[src/hw/rtl/kcl_pkg.sv]
// Package for the keypad code lock: widths, key and event codes, CSR indexes, reset values.
// Used by keypad_code_lock_unit; no dependencies.
package kcl_pkg;

   localparam int MAX_DIGITS  = 16;
   localparam int DIGIT_W     = 4;
   localparam int DIGIT_IDX_W = $clog2(MAX_DIGITS);
   localparam int COUNT_W     = $clog2(MAX_DIGITS + 1);
   localparam int TIMER_W     = 16;
   localparam int CODE_W      = MAX_DIGITS * DIGIT_W;
   localparam int LENGTH_W    = 5;
   localparam int CSR_DATA_W  = 64;
   localparam int CSR_INDEX_W = 2;
   localparam int EVENT_W     = 3;

   localparam logic OP_KEY  = 1'b0;
   localparam logic OP_TICK = 1'b1;

   localparam logic [DIGIT_W-1:0] KEY_STAR = 4'd10;
   localparam logic [DIGIT_W-1:0] KEY_HASH = 4'd11;

   localparam logic [CSR_INDEX_W-1:0] CSR_STORED_CODE   = 2'd0;
   localparam logic [CSR_INDEX_W-1:0] CSR_STORED_LENGTH = 2'd1;
   localparam logic [CSR_INDEX_W-1:0] CSR_ENTRY_TIMEOUT = 2'd2;
   localparam logic [CSR_INDEX_W-1:0] CSR_OPEN_TICKS    = 2'd3;

   localparam logic [TIMER_W-1:0] ENTRY_TIMEOUT_RST = 16'd5000;
   localparam logic [TIMER_W-1:0] OPEN_TICKS_RST    = 16'd10000;

   typedef enum logic [EVENT_W-1:0] {
      EV_NONE    = 3'd0,
      EV_START   = 3'd1,
      EV_ACCEPT  = 3'd2,
      EV_REJECT  = 3'd3,
      EV_TIMEOUT = 3'd4,
      EV_CLOSED  = 3'd5
   } event_type;

endpackage

[src/hw/rtl/keypad_code_lock_unit.sv]
// Keypad code lock: input word register, one pass of update logic, result register.
// A word's result is registered in rsp_* when the result register is empty or read.
// Throughput: one word per cycle unless rsp_ready is low; the input register holds one.
// Reset (synchronous): lock closed, entry idle, counters zero, timeout 5000, open 10000.
// Digit buffer has no reset; only digits written since the last star are compared.
// Depends on kcl_pkg.
module keypad_code_lock_unit (
   input  logic                               clock,
   input  logic                               reset,
   input  logic                               req_valid,
   output logic                               req_ready,
   input  logic                               req_op,
   input  logic [kcl_pkg::DIGIT_W-1:0]        req_key,
   output logic                               rsp_valid,
   input  logic                               rsp_ready,
   output logic [kcl_pkg::EVENT_W-1:0]        rsp_event_res,
   output logic                               rsp_door_open,
   output logic [kcl_pkg::COUNT_W-1:0]        rsp_digit_count,
   input  logic                               csr_wr_en,
   input  logic [kcl_pkg::CSR_INDEX_W-1:0]    csr_index,
   input  logic [kcl_pkg::CSR_DATA_W-1:0]     csr_wdata
);

   // configuration
   logic [kcl_pkg::CODE_W-1:0]   stored_code_ff;
   logic [kcl_pkg::LENGTH_W-1:0] stored_length_ff;
   logic [kcl_pkg::TIMER_W-1:0]  entry_timeout_ff;
   logic [kcl_pkg::TIMER_W-1:0]  open_ticks_ff;

   // input word register
   logic                         in_valid_ff, in_valid_in;
   logic                         in_op_ff;
   logic [kcl_pkg::DIGIT_W-1:0]  in_key_ff;

   // lock state
   logic [kcl_pkg::DIGIT_W-1:0]  entry_digits_ff [kcl_pkg::MAX_DIGITS];
   logic [kcl_pkg::COUNT_W-1:0]  entry_count_ff, entry_count_in;
   logic                         entering_ff, entering_in;
   logic [kcl_pkg::TIMER_W-1:0]  idle_ticks_ff, idle_ticks_in;
   logic                         lock_open_ff, lock_open_in;
   logic [kcl_pkg::TIMER_W-1:0]  open_elapsed_ff, open_elapsed_in;

   // result register
   logic                         rsp_valid_ff, rsp_valid_in;
   kcl_pkg::event_type           rsp_event_ff, rsp_event_in;

   logic                         advance;
   logic                         digit_wr;
   logic                         code_match;
   logic                         digit_miss;
   logic                         count_full;

   assign advance   = in_valid_ff && (!rsp_valid_ff || rsp_ready);
   assign req_ready = !in_valid_ff || advance;
   assign in_valid_in = (req_valid && req_ready) || (in_valid_ff && !advance);
   assign rsp_valid_in = advance || (rsp_valid_ff && !rsp_ready);
   assign count_full = entry_count_ff >= kcl_pkg::COUNT_W'(kcl_pkg::MAX_DIGITS);

   // parallel compare of the held digits against the stored nibbles
   always_comb begin
      digit_miss = 1'b0;
      for (int i = 0; i < kcl_pkg::MAX_DIGITS; i++) begin
         if ((kcl_pkg::COUNT_W'(i) < entry_count_ff) &&
             (entry_digits_ff[i] != stored_code_ff[i*kcl_pkg::DIGIT_W +: kcl_pkg::DIGIT_W])) begin
            digit_miss = 1'b1;
         end
      end
      code_match = !digit_miss && (entry_count_ff != '0) &&
                   (kcl_pkg::LENGTH_W'(entry_count_ff) == stored_length_ff) &&
                   (stored_length_ff <= kcl_pkg::LENGTH_W'(kcl_pkg::MAX_DIGITS));
   end

   always_comb begin
      entry_count_in  = entry_count_ff;
      entering_in     = entering_ff;
      idle_ticks_in   = idle_ticks_ff;
      lock_open_in    = lock_open_ff;
      open_elapsed_in = open_elapsed_ff;
      rsp_event_in    = rsp_event_ff;
      digit_wr        = 1'b0;
      if (advance) begin
         rsp_event_in = kcl_pkg::EV_NONE;
         if (in_op_ff == kcl_pkg::OP_TICK) begin
            if (lock_open_ff) begin
               if (open_elapsed_ff >= open_ticks_ff) begin
                  lock_open_in = 1'b0;
                  rsp_event_in = kcl_pkg::EV_CLOSED;
               end else begin
                  open_elapsed_in = open_elapsed_ff + 1'b1;
               end
            end else if (entering_ff) begin
               if (idle_ticks_ff >= entry_timeout_ff) begin
                  entering_in    = 1'b0;
                  entry_count_in = '0;
                  rsp_event_in   = kcl_pkg::EV_TIMEOUT;
               end else begin
                  idle_ticks_in = idle_ticks_ff + 1'b1;
               end
            end
         end else if (!lock_open_ff && (in_key_ff <= kcl_pkg::KEY_HASH)) begin
            idle_ticks_in = '0;
            if (in_key_ff == kcl_pkg::KEY_STAR) begin
               entry_count_in = '0;
               entering_in    = 1'b1;
               rsp_event_in   = kcl_pkg::EV_START;
            end else if (in_key_ff == kcl_pkg::KEY_HASH) begin
               // empty buffer or no entry: hash is ignored
               if (entering_ff && (entry_count_ff != '0)) begin
                  entering_in = 1'b0;
                  if (code_match) begin
                     lock_open_in    = 1'b1;
                     open_elapsed_in = '0;
                     rsp_event_in    = kcl_pkg::EV_ACCEPT;
                  end else begin
                     rsp_event_in = kcl_pkg::EV_REJECT;
                  end
               end
            end else if (entering_ff && !count_full) begin
               digit_wr       = 1'b1;
               entry_count_in = entry_count_ff + 1'b1;
            end
         end
      end
   end

   always_ff @(posedge clock) begin
      if (reset) begin
         stored_code_ff   <= '0;
         stored_length_ff <= '0;
         entry_timeout_ff <= kcl_pkg::ENTRY_TIMEOUT_RST;
         open_ticks_ff    <= kcl_pkg::OPEN_TICKS_RST;
      end else if (csr_wr_en) begin
         unique case (csr_index)
            kcl_pkg::CSR_STORED_CODE: begin
               stored_code_ff <= csr_wdata[kcl_pkg::CODE_W-1:0];
            end
            kcl_pkg::CSR_STORED_LENGTH: begin
               stored_length_ff <= csr_wdata[kcl_pkg::LENGTH_W-1:0];
            end
            kcl_pkg::CSR_ENTRY_TIMEOUT: begin
               entry_timeout_ff <= csr_wdata[kcl_pkg::TIMER_W-1:0];
            end
            kcl_pkg::CSR_OPEN_TICKS: begin
               open_ticks_ff <= csr_wdata[kcl_pkg::TIMER_W-1:0];
            end
            default: begin
               stored_code_ff <= stored_code_ff;
            end
         endcase
      end
   end

   always_ff @(posedge clock) begin
      if (reset) begin
         in_valid_ff     <= 1'b0;
         entry_count_ff  <= '0;
         entering_ff     <= 1'b0;
         idle_ticks_ff   <= '0;
         lock_open_ff    <= 1'b0;
         open_elapsed_ff <= '0;
         rsp_valid_ff    <= 1'b0;
         rsp_event_ff    <= kcl_pkg::EV_NONE;
      end else begin
         in_valid_ff     <= in_valid_in;
         entry_count_ff  <= entry_count_in;
         entering_ff     <= entering_in;
         idle_ticks_ff   <= idle_ticks_in;
         lock_open_ff    <= lock_open_in;
         open_elapsed_ff <= open_elapsed_in;
         rsp_valid_ff    <= rsp_valid_in;
         rsp_event_ff    <= rsp_event_in;
      end
   end

   // payload registers
   always_ff @(posedge clock) begin
      if (req_valid && req_ready) begin
         in_op_ff  <= req_op;
         in_key_ff <= req_key;
      end
      if (digit_wr) begin
         entry_digits_ff[entry_count_ff[kcl_pkg::DIGIT_IDX_W-1:0]] <= in_key_ff;
      end
   end

   assign rsp_valid       = rsp_valid_ff;
   assign rsp_event_res   = rsp_event_ff;
   assign rsp_door_open   = lock_open_ff;
   assign rsp_digit_count = entry_count_ff;

   // entry and open door exclude each other
   a_open_no_entry: assert property (@(posedge clock) disable iff (reset)
      !(lock_open_ff && entering_ff))
      else $error("entry active while door open");

   a_count_bound: assert property (@(posedge clock) disable iff (reset)
      entry_count_ff <= kcl_pkg::COUNT_W'(kcl_pkg::MAX_DIGITS))
      else $error("digit count above buffer depth");

   a_accept_opens: assert property (@(posedge clock) disable iff (reset)
      rsp_valid_ff && (rsp_event_ff == kcl_pkg::EV_ACCEPT) |-> rsp_door_open)
      else $error("accept result without open door");

   a_close_locks: assert property (@(posedge clock) disable iff (reset)
      rsp_valid_ff && (rsp_event_ff == kcl_pkg::EV_CLOSED) |-> !rsp_door_open)
      else $error("closed result with open door");

   a_timeout_clears: assert property (@(posedge clock) disable iff (reset)
      rsp_valid_ff && (rsp_event_ff == kcl_pkg::EV_TIMEOUT) |->
         (rsp_digit_count == '0) && !entering_ff)
      else $error("timeout left entry state behind");

   a_stall_holds_input: assert property (@(posedge clock) disable iff (reset)
      in_valid_ff && !advance |=> in_valid_ff && $stable(in_key_ff) && $stable(in_op_ff))
      else $error("input word lost during stall");

endmodule

[config.mk]
export PLATFORM = sky130hd
export DESIGN_NAME = keypad_code_lock_unit
export DESIGN_NICKNAME = d
export VERILOG_FILES = /design/src/hw/rtl/kcl_pkg.sv /design/src/hw/rtl/keypad_code_lock_unit.sv
export SDC_FILE = /design/constraint.sdc
export NUM_CORES = 1
export LEC_CHECK = 0
export BUFFER_PORTS_ARGS = -buffer_cell sky130_fd_sc_hd__buf_2
export CORE_ASPECT_RATIO = 0.8
export CORE_MARGIN = 3
export CORE_UTILIZATION = 30
export CTS_CLUSTER_SIZE = 28
export DETAILED_ROUTE_END_ITERATION = 8
export GPL_TIMING_DRIVEN = 0
export PLACE_DENSITY = 0.49
export SLEW_MARGIN = 20
export SYNTH_ARGS = -nofsm -noshare
export SYNTH_HDL_FRONTEND = slang
export SYNTH_SLANG_ARGS = --single-unit
[constraint.sdc]
create_clock -name clock -period 2.3 [get_ports clock]
set_input_delay 0 -clock clock [delete_from_list [all_inputs] [get_ports clock]]
set_output_delay 0 -clock clock [all_outputs]
set_load 0.03 [all_outputs]
# Yosys cells after proc, flatten, opt, wreduce, memory -nomap -nowiden
# Memories as Yosys holds them, arrays and structs flattened.
# Index checks and enable logic that the tools add are counted.
# Widths: inputs -> output; s select.
# word_totals
register_bits,150
ram_bits,64
mem_count,1
elab_cells,195
# mem_list
name,words,word_bits,read_ports,rd_ports_with_merged_regs,write_ports,line,source
entry_digits_ff,16,4,16,0,1,keypad_code_lock_unit.sv:36,logic [kcl_pkg::DIGIT_W-1:0] entry_digits_ff [kcl_pkg::MAX_DIGITS];
# classes
addsub,3
n_reduce_logical,55
n_lt_le_gt_ge,21
mux,71
eq_ne,30
# op_table
cell,count
$mux 16,13
$ne 4x4->1,16
$mux 1,41
$lt 4x5->1 const A,8
$mux 5,8
$add 16x1->16 const B,2
$ge 16x16->1,2
$logic_and 1x1->1,26
$lt 3x5->1 const A,4
$mux 3,5
$lt 1x5->1 const A,2
$lt 2x5->1 const A,2
$reduce_and 5->1,2
$reduce_bool 3->1,3
$eq 4x4->1 const B,2
$mux 2,4
$ne 2x2->1 const B,4
$reduce_and 2->1,4
$reduce_and 8->1,1
$reduce_bool 2->1,4
$logic_not 1->1,7
$reduce_and 7->1,1
$ne 2x1->1 const B,3
$reduce_and 6->1,1
other kinds (11),15

# Depth between registers and ports, before layout
# Gate-level depths: netlist (run 1).
# An unclocked memory read counts as a cell.
# logic_depth
depth_word,29
ltp_mapped,10

# Worst setup path after synthesis (run 1)
# No wires, ideal clock.
# synth_path
path_type,register to register
start,register entry_count_ff (netlist bit rsp_digit_count[0])
end,register open_elapsed_ff[7] (netlist name)
slack_ps,-207
stages_incl_launch_ff,11
setup_time_ps,130
required_ps,2170
t_arrival_ps,2377
path_buffers,2
path_cell_list,dfxtp_1 -> buf_4 -> inv_1 -> ha_1 -> a211oi_1 -> o221ai_2 -> a2111oi_4 -> nand4_2 -> o221ai_4 -> buf_12 -> o221ai_2
# synth_via
elab_chain_cells,24
word_cells_on_any_way,58
# synth_lines
item,line,source
start: declaration,keypad_code_lock_unit.sv:37,"logic [kcl_pkg::COUNT_W-1:0] entry_count_ff, entry_count_in;"
start signal: assignment,keypad_code_lock_unit.sv:165,entry_count_ff <= entry_count_in;
$lt 1x5->1,keypad_code_lock_unit.sv:63,if ((kcl_pkg::COUNT_W'(i) < entry_count_ff) &&
$logic_and 1x1->1,keypad_code_lock_unit.sv:63,
$mux 1 (16 in a row),keypad_code_lock_unit.sv:63,
$logic_not 1->1,keypad_code_lock_unit.sv:68,code_match = !digit_miss && (entry_count_ff != '0) &&
$logic_and 1x1->1 (2 in a row),keypad_code_lock_unit.sv:68,
$logic_and 1x1->1,keypad_code_lock_unit.sv:69,(kcl_pkg::LENGTH_W'(entry_count_ff) == stored_length_ff) &&
$reduce_bool 2->1 (no source line),n/a,
$reduce_and 8->1 (no source line) *,n/a,
end signal: assignment,keypad_code_lock_unit.sv:169,open_elapsed_ff <= open_elapsed_in;
end: declaration,keypad_code_lock_unit.sv:41,"logic [kcl_pkg::TIMER_W-1:0] open_elapsed_ff, open_elapsed_in;"
# Mark *: on every way between the ends. The rest lies on a longest branch, timed or not.
# A chain may end at the register's enable or synchronous reset.

# Final worst setup path (run 1)
# layout_path
start,register entry_count_ff (netlist bit rsp_digit_count[0])
end,register open_elapsed_ff[15] (netlist name)
# The elaborated chain is that of the path after synthesis.

==> results of run 1 <==
## per-layer routing
metal,vias up,GRT usage
li1,4149,-
met2,163,0.245
met5,-,0
met4,0,0.0329
met1,3919,0.253
met3,43,0.0224
## cell usage after synthesis (all sizes together), types with 7 or more instances
| cell | instances | share of area |
|---|---|---|
| a211oi | 7 | 0.0053 |
| a21o | 8 | 0.0062 |
| a21oi | 117 | 0.059 |
| and2 | 9 | 0.0057 |
| and3 | 22 | 0.014 |
| buf | 10 | 0.0076 |
| clkbuf | 41 | 0.016 |
| dfxtp | 145 | 0.29 |
| edfxtp | 69 | 0.21 |
| ha | 38 | 0.048 |
| inv | 53 | 0.020 |
| mux2i | 9 | 0.0091 |
| nand2 | 223 | 0.085 |
| nand3 | 30 | 0.015 |
| nand3b | 8 | 0.0065 |
| nand4 | 8 | 0.0057 |
| nor2 | 31 | 0.012 |
| nor4 | 19 | 0.014 |
| o211ai | 16 | 0.013 |
| o21ai | 19 | 0.0096 |
| o221ai | 15 | 0.021 |
| or3 | 14 | 0.0089 |
| xor2 | 67 | 0.059 |
## through the flow
stage / setup TNS, ns / power (mW)
floorplan: -0.135 / 4.34
global placement: -62.25 / 4.55
detailed placement: -68.64 / 4.56
CTS: -3.26 / 8.55
global route: -6.50 / 8.79
finish: -3.38 / 8.48
## sequential cells by signal, summed over array words and instances, names as in the netlist
name	cells
entry_timeout_ff	16
entry_digits_ff	64
open_ticks_ff	16
in_valid_ff	1
rsp_valid	1
open_elapsed_ff	16
rsp_door_open	1
in_op_ff	1
in_key_ff	4
stored_code_ff	64
rsp_event_res	3
entering_ff	1
rsp_digit_count	5
idle_ticks_ff	16
stored_length_ff	5
## path summary, 6_finish.rpt
kind                               to  slack (ns)               start
setup / recovery  open_elapsed_ff[15]       -0.27  rsp_digit_count[0]
hold / removal       open_ticks_ff[0]        0.03        csr_index[0]
setup reg to reg  open_elapsed_ff[15]       -0.27  rsp_digit_count[0]
hold reg to reg      open_ticks_ff[6]        0.46    open_ticks_ff[6]
## logic make-up (layout without fill, tap and decap cells)
group / count (synthesis) / count (layout) / synth area share
compound gates: 221 / 221 / 0.149
xor+xnor: 67 / 67 / 0.0593
fa+ha+maj: 38 / 38 / 0.0481
buf+inv: 104 / 350 / 0.0433
flops: 214 / 214 / 0.503
mux: 9 / 9 / 0.00911
simple gates: 393 / 393 / 0.188
## layout make-up
type | count | area, um^2
plain buffers | 48 | 228
fillers | 3177 | 18600
repair buffers | 205 | 1550
multi-input cells | 728 | 5020
well taps | 420 | 526
clock inverters | 9 | 78.8
flip-flops and latches | 214 | 5000
inverters | 53 | 203
clock buffers | 35 | 714
## worst register-to-register path: stages, from the launching register on
cell,delay (ns)
dfxtp_4,0.38
buf_4,0.15
or3_1,0.38
a21oi_2,0.19
o22ai_4,0.10
nor4_4,0.41
nand4_4,0.19
o221ai_4,0.31
buf_6,0.15
buf_6,0.11
o221ai_2,0.09
## timing repair
item	in CTS	in global routing
buffers inserted	32	12
hold buffers	76	0
cloned	1	0
pin swaps	18	18
gates resized for setup	85	51
hold endpoints to repair	113	0
setup endpoints to repair	105	86
## where the power goes
group / switching [mW] / internal [mW] / total (mW)
registers: 0.0488 / 3.96 / 4.01
clock network: 1.57 / 2.27 / 3.84
logic: 0.351 / 0.277 / 0.627
==> metrics.md, run 1 <==
| Metric | Value |
|---|---|
| Post-DR wirelength/cell | `17.2 um` |
| Hold WS | `0.0269 ns` |
| Outcome | `finished with violations` |
| Ys flop type | `dfxtp_1` |
| Most frequent cells in the layout | `222 x nand2_1, 131 x dfxtp_1, 110 x a21oi_1` |
| Syn Inst Count | `1046` |
| Placed wire-length estimate | `20000 um` |
| Drt pass-1 iters | `4` |
| Final #Nets | `~1400` |
| Synthesized cell area | `just under 0.01 mm^2` |
| CTS H-Tree Depth | `1` |
| Number of global-route vias before repair | `~8000` |
| Initial DRC Count | `~500` |
| Finished Core Util | `0.417` |
| DRT antenna net count | `0` |
| Final setup margin | `-0.271 ns` |
| Yosys reg bits | `roughly 210` |
| Starting Density | `0.310` |
| Site row count | `58` |
| Critical path capture point type | `flop` |
| # setup viols final | `21` |
| Port-buffer cells | `85` |
| Register area share after synthesis | `0.503` |
| Cell Area, Placed | `between 0.01 and 0.015 mm^2` |
| Part of the cycle the worst path needs | `1.12` |
| Maxcap violations | `0` |
| Clock transition at path regs | `~0.06 ns` |
| Worst Hold Class | `in2reg` |
| Post-synth EDFFs | `slightly below 70` |
| Overall die area | `0.0352 mm^2` |
| First-pass GRT wire length | `between 40000 and 50000 um` |
| DR WL met2 | `~12000 um` |
| Remaining routing DRC violations | `0` |
| Top Family by Delay on Critical Path | `simple AND/OR/NAND/NOR gates` |
| Core Region | `0.0319 mm^2` |
| Slowest stage delay, CP | `slightly above 0.4 ns` |
| Share of post-route cells with drive strength above 1 | `0.223` |
| Reg2reg path depth | `10` |
| Antenna violations before repair | `1` |
| Slowest CP cell | `nor4_4` |
| Pin count of the biggest net entering global routing | `18` |
| Tmin final | `~2.6 ns` |
| Inst Count DP | `about 1600` |
| Commonest non-fill, non-tap cell in the layout | `nand2_1` |
| PwrDens | `636 mW/mm^2` |
| Clock buffer depth | `3` |
| Worst-margin pin slew | `about 0.9 ns` |
| Setup CP Type | `reg2reg` |
| Crit path depth | `10` |
| Detailed-route via count | `8274` |
| Pre-CTS setup slack | `-0.874 ns` |
| Area Growth Syn to Fin | `34.7%` |
| Failing checks | `negative setup slack` |
| Cts bufs inserted | `24` |
| Syn avg cell area | `9.45 um^2` |
| Clock Sinks | `~210` |
| Avg Vias per Cell | `between 4 and 5` |
| CTS tree | `done` |
| Final instance count without filler cells | `between 1500 and 2000` |
| Top routing layer in use | `met4` |
| Number of synthesis warnings | `0` |
| Final hold vios | `0` |
| Clock Latency Late Sink | `slightly above 0.5 ns` |
| Leakage | `5.14 nW` |
| Gr usage total | `0.164` |
| Critical Path Fanout Max | `6` |
| Hold Path Depth | `4` |
| Number of antenna diodes | `0` |
| Max Clock Freq | `slightly below 0.4 GHz` |
| Wl on met1 | `roughly 15000 um` |
| Slew margin rel. | `0.398` |
| Design area | `~0.013 mm^2` |
| Crit path top cell by count | `buf_6` |
| Critical Path Start Type | `flop` |
| DIE WIDTH | `about 210 um` |
| Clock Skews | `approximately 0.0076 ns` |
| Max IR drop VDD | `roughly 0.41 mV` |
| Asr flop ratio synth | `0` |
| Routability cong. | `about 0.81` |
| Congestion Overflow GR | `0` |
| Met3 routed WL | `1330 um` |
| Synth cell types | `69` |
| Data required time of the worst path | `2.69 ns` |
| Clock root buffer | `clkbuf_16` |
| Crit path cell chain | `buf_4, or3_1, a21oi_2, o22ai_4, nor4_4, nand4_4, o221ai_4, buf_6, buf_6, o221ai_2` |
| Final Max Slew Viols | `0` |
| Die Span Y | `~170 um` |
| Total I/O pin count | `between 80 and 90` |
| Worst endpoint data arrival time | `~3.0 ns` |
| Wirelength, routed | `29400 um` |
| Buffer and inverter count on the worst path | `3` |
| Mapped Nets | `roughly 1200` |
| RSZ-0062 raised after global routing | `true` |
Power figures use the tool's default switching activity.
==> run 2, diff against run 1 <==
--- a/config.mk
+++ b/config.mk
@@ -5,6 +5,7 @@
 export SDC_FILE = /design/constraint.sdc
 export NUM_CORES = 1
 export LEC_CHECK = 0
+export ABC_AREA = 1
 export BUFFER_PORTS_ARGS = -buffer_cell sky130_fd_sc_hd__buf_2
 export CORE_ASPECT_RATIO = 0.8
 export CORE_MARGIN = 3
@@ -13,6 +14,7 @@
 export DETAILED_ROUTE_END_ITERATION = 8
 export GPL_TIMING_DRIVEN = 0
 export PLACE_DENSITY = 0.49
+export SKIP_CTS_REPAIR_TIMING = 1
 export SLEW_MARGIN = 20
 export SYNTH_ARGS = -nofsm -noshare
 export SYNTH_HDL_FRONTEND = slang
==> run 2 against run 1 <==
The flow finishes with violations (negative hold slack). Synthesized cell count is 30% higher. Total power is 6.7% higher. Design area is 3.0% higher. Highest routed layer unchanged. Maximum frequency is 16% higher. Non-clock buffer count is 7 lower. Global-route usage is 0.17 points lower. Worst hold slack worse by 0.056 ns. Die area is 4.3% higher. Clock power is 7.8% higher. First-iteration DRC count is 19% higher. Flip-flop and latch count stayed put. Via count is 14% higher. Critical endpoint is now entry_digits_ff[2][3].
==> metrics.md, run 2 <==
| Metric | Value |
|---|---|
| Outcome | `finished with violations` |
| Failing checks | `negative hold slack` |
| Hold WS | `-0.0287 ns` |
| CTS tree | `done` |
| Most numerous cell in the Yosys netlist | `nand2_1` |
| Slowest stage delay, CP | `approximately 0.47 ns` |
| Placed wire-length estimate | `~22000 um` |
| Drt pass-1 iters | `6` |
| Worst Hold Class | `in2reg` |
| Crit path launch | `in_key_ff[2]` |
| Area Growth Syn to Fin | `32.9%` |
| RSZ-0062 raised after global routing | `true` |
| Post-synthesis compound-gate area fraction | `0.111` |
| Hold Path Depth | `4` |
| Site row count | `60` |
| Clock root buffer | `clkbuf_16` |
| Pin count of the biggest net entering global routing | `20` |
| Final instance count without filler cells | `around 2000` |
| Number of global-route vias before repair | `around 8400` |
| Routability cong. | `about 0.81` |
| Gate power share | `0.092` |
| Critical Path Start Type | `flop` |
| Inst Count DP | `1880` |
| Top cells by count, synth | `291 x nand2_1, 238 x nor2_1, 161 x inv_1` |
| Avg Vias per Cell | `4.63` |
| Max Clock Freq | `~0.45 GHz` |
| Largest family of logic cells by synthesized area | `simple AND/OR/NAND/NOR gates` |
| Congestion Overflow GR | `0` |
| Area leader, netlist | `dfxtp_1` |
| Slew margin rel. | `0.426` |
| Crit path cell chain | `inv_1, nand3_1, nor2_2, nor2_1, nand2_1, nand2_1, nor2_4, nand2_2, nor2_4` |
| Register area share after synthesis | `0.482` |
| Critical Path Fanout Max | `7` |
| Sw frac | `0.239` |
| Worst-margin pin slew | `about 0.86 ns` |
| Fillers | `3465` |
| Slowest CP cell | `edfxtp_1` |
| Mapped Nets | `approximately 1500` |
| Syn Inst Count | `1360` |
| Clock power share | `0.457` |
| Worst endpoint data arrival time | `2.42 ns` |
| Synth cell types | `30` |
| Detailed-route via count | `9432` |
| Number of antenna diodes | `0` |
| CTS H-Tree Depth | `1` |
| Final Max Slew Viols | `0` |
| Clock transition at path regs | `0.06 ns` |
| Overall die area | `~0.037 mm^2` |
| Final hold vios | `5` |
| Clock Sinks | `approximately 210` |
| Setup CP Type | `reg2reg` |
| Leakage | `between 5 and 6 nW` |
| Number of synthesis warnings | `0` |
| Syn avg cell area | `around 7.6 um^2` |
| Initial DRC Count | `slightly below 600` |
| XOR/XNOR Fraction of Synth Area | `0.0348` |
| Post-synth EDFFs | `approximately 70` |
| Int Pwr | `6.89 mW` |
| First-pass GRT wire length | `roughly 47000 um` |
| Data required time of the worst path | `around 2.5 ns` |
| Top cell type's share of synthesized area | `0.281` |
| Mux cell area share after synthesis | `0` |
| Share of post-route cells with drive strength above 1 | `0.175` |
| Critical path capture point type | `flop` |
| Crit path depth | `9` |
| Post-synthesis adder-cell area fraction | `0.0460` |
| Clock Skews | `approximately 0.018 ns` |
| Core Region | `around 0.034 mm^2` |
| Part of the cycle the worst path needs | `0.961` |
| Antenna violations before repair | `0` |
| Tmin final | `2.21 ns` |
| Setup Total Neg Slack | `0 ns` |
| Simple-gate share of the synthesized area | `0.245` |
| Remaining routing DRC violations | `0` |
| Total I/O pin count | `87` |
| R2r startpoint | `in_key_ff[2]` |
| DIE WIDTH | `about 210 um` |
| Gr usage total | `0.163` |
| Most frequent cells in the layout | `279 x nand2_1, 214 x nor2_1, 155 x inv_1` |
| # setup viols final | `0` |
| P_sw | `~2.2 mW` |
| Max IR drop VDD | `roughly 0.5 mV` |
| Maxcap violations | `0` |
| Port-buffer cells | `between 80 and 90` |
| Clock buffer depth | `3` |
| Top Family by Delay on Critical Path | `simple AND/OR/NAND/NOR gates` |
| Clock Latency Late Sink | `around 0.53 ns` |
| Hold path startpoint | `csr_index[1]` |
| Top cells by area, synth | `dfxtp_1 28%, edfxtp_1 20%, nand2_1 11%` |
| Reg2reg path depth | `9` |
| Ys flop type | `dfxtp_1` |
| Cts bufs inserted | `25` |
| DRT antenna net count | `0` |
| Buffer and inverter count on the worst path | `1` |
| Post-DR wirelength/cell | `around 15 um` |
| Synthesized cell area | `about 0.010 mm^2` |
| Final #Nets | `1700` |
| Seq pwr share | `0.451` |
| Wirelength, routed | `~31000 um` |
| PwrDens | `659 mW/mm^2` |
| Yosys reg bits | `between 200 and 250` |
| Die Span Y | `between 150 and 200 um` |
| Commonest non-fill, non-tap cell in the layout | `nand2_1` |
| Asr flop ratio synth | `0` |
| Starting Density | `0.306` |
[run 2: cells by family (layout without fill, tap and decap cells)]
logic type,Yosys count,in the layout
adder cells (fa/ha/maj),38,38
flip-flops,214,214
AO/OA/AOI/OAI,224,224
buffers and inverters,218,461
XOR/XNOR,41,41
AND/OR/NAND/NOR,625,626
[run 2: metrics by stage]
step	power [mW]	hold slack, ns	util	instance area, um^2	setup slack, ns
after floorplan	4.54	0.0989	-	10300	0.0708
after global placement	4.81	0.183	0.334	11300	-0.926
after detailed placement	4.82	0.182	0.335	11300	-0.942
after CTS	8.97	-0.370	0.360	12200	-0.977
after global routing	9.43	0.0180	0.406	13700	-0.0440
final	9.05	-0.0287	0.406	13700	0.0895
[run 2: power by group through the flow]
stage                     Sequential, mW  Combinational, mW  Clock (mW)
final                               4.08              0.830        4.14
after global routing                4.09              0.938        4.40
after detailed placement            4.19              0.632           0
after floorplan                     4.15              0.388           0
after global placement              4.19              0.621           0
after CTS                           4.11              0.635        4.23
[run 2: worst reg2reg max path, stage by stage, from the launching register on]
cell and delay, ns:
edfxtp_1 0.47, inv_1 0.11, nand3_1 0.08, nor2_2 0.21, nor2_1 0.13, nand2_1 0.09
nand2_1 0.09, nor2_4 0.24, nand2_2 0.24, nor2_4 0.23
[run 2: layout make-up]
type	instances	area [um^2]	area share
multi-input combinational	929	4950	0.360
buffer	48	253	0.0184
inverter	170	641	0.0467
tap	434	543	0.0396
clock inverter	14	176	0.0129
clock buffer	31	678	0.0494
sequential	214	5010	0.365
timing repair buffer	198	1470	0.107
[run 2: per-layer routing]
layer	routed length [um]	vias to the layer above	track usage
met5	0	-	0
met4	612	0	0.0345
met3	1390	47	0.0249
met2	13300	210	0.243
met1	16000	4330	0.248
li1	-	4845	-
[run 2: worst paths after layout]
path                                 to  slack, ns
setup / recovery  entry_digits_ff[2][3]       0.09
hold / removal      stored_length_ff[4]      -0.03
setup reg to reg  entry_digits_ff[2][3]       0.09
hold reg to reg     entry_timeout_ff[4]       0.46
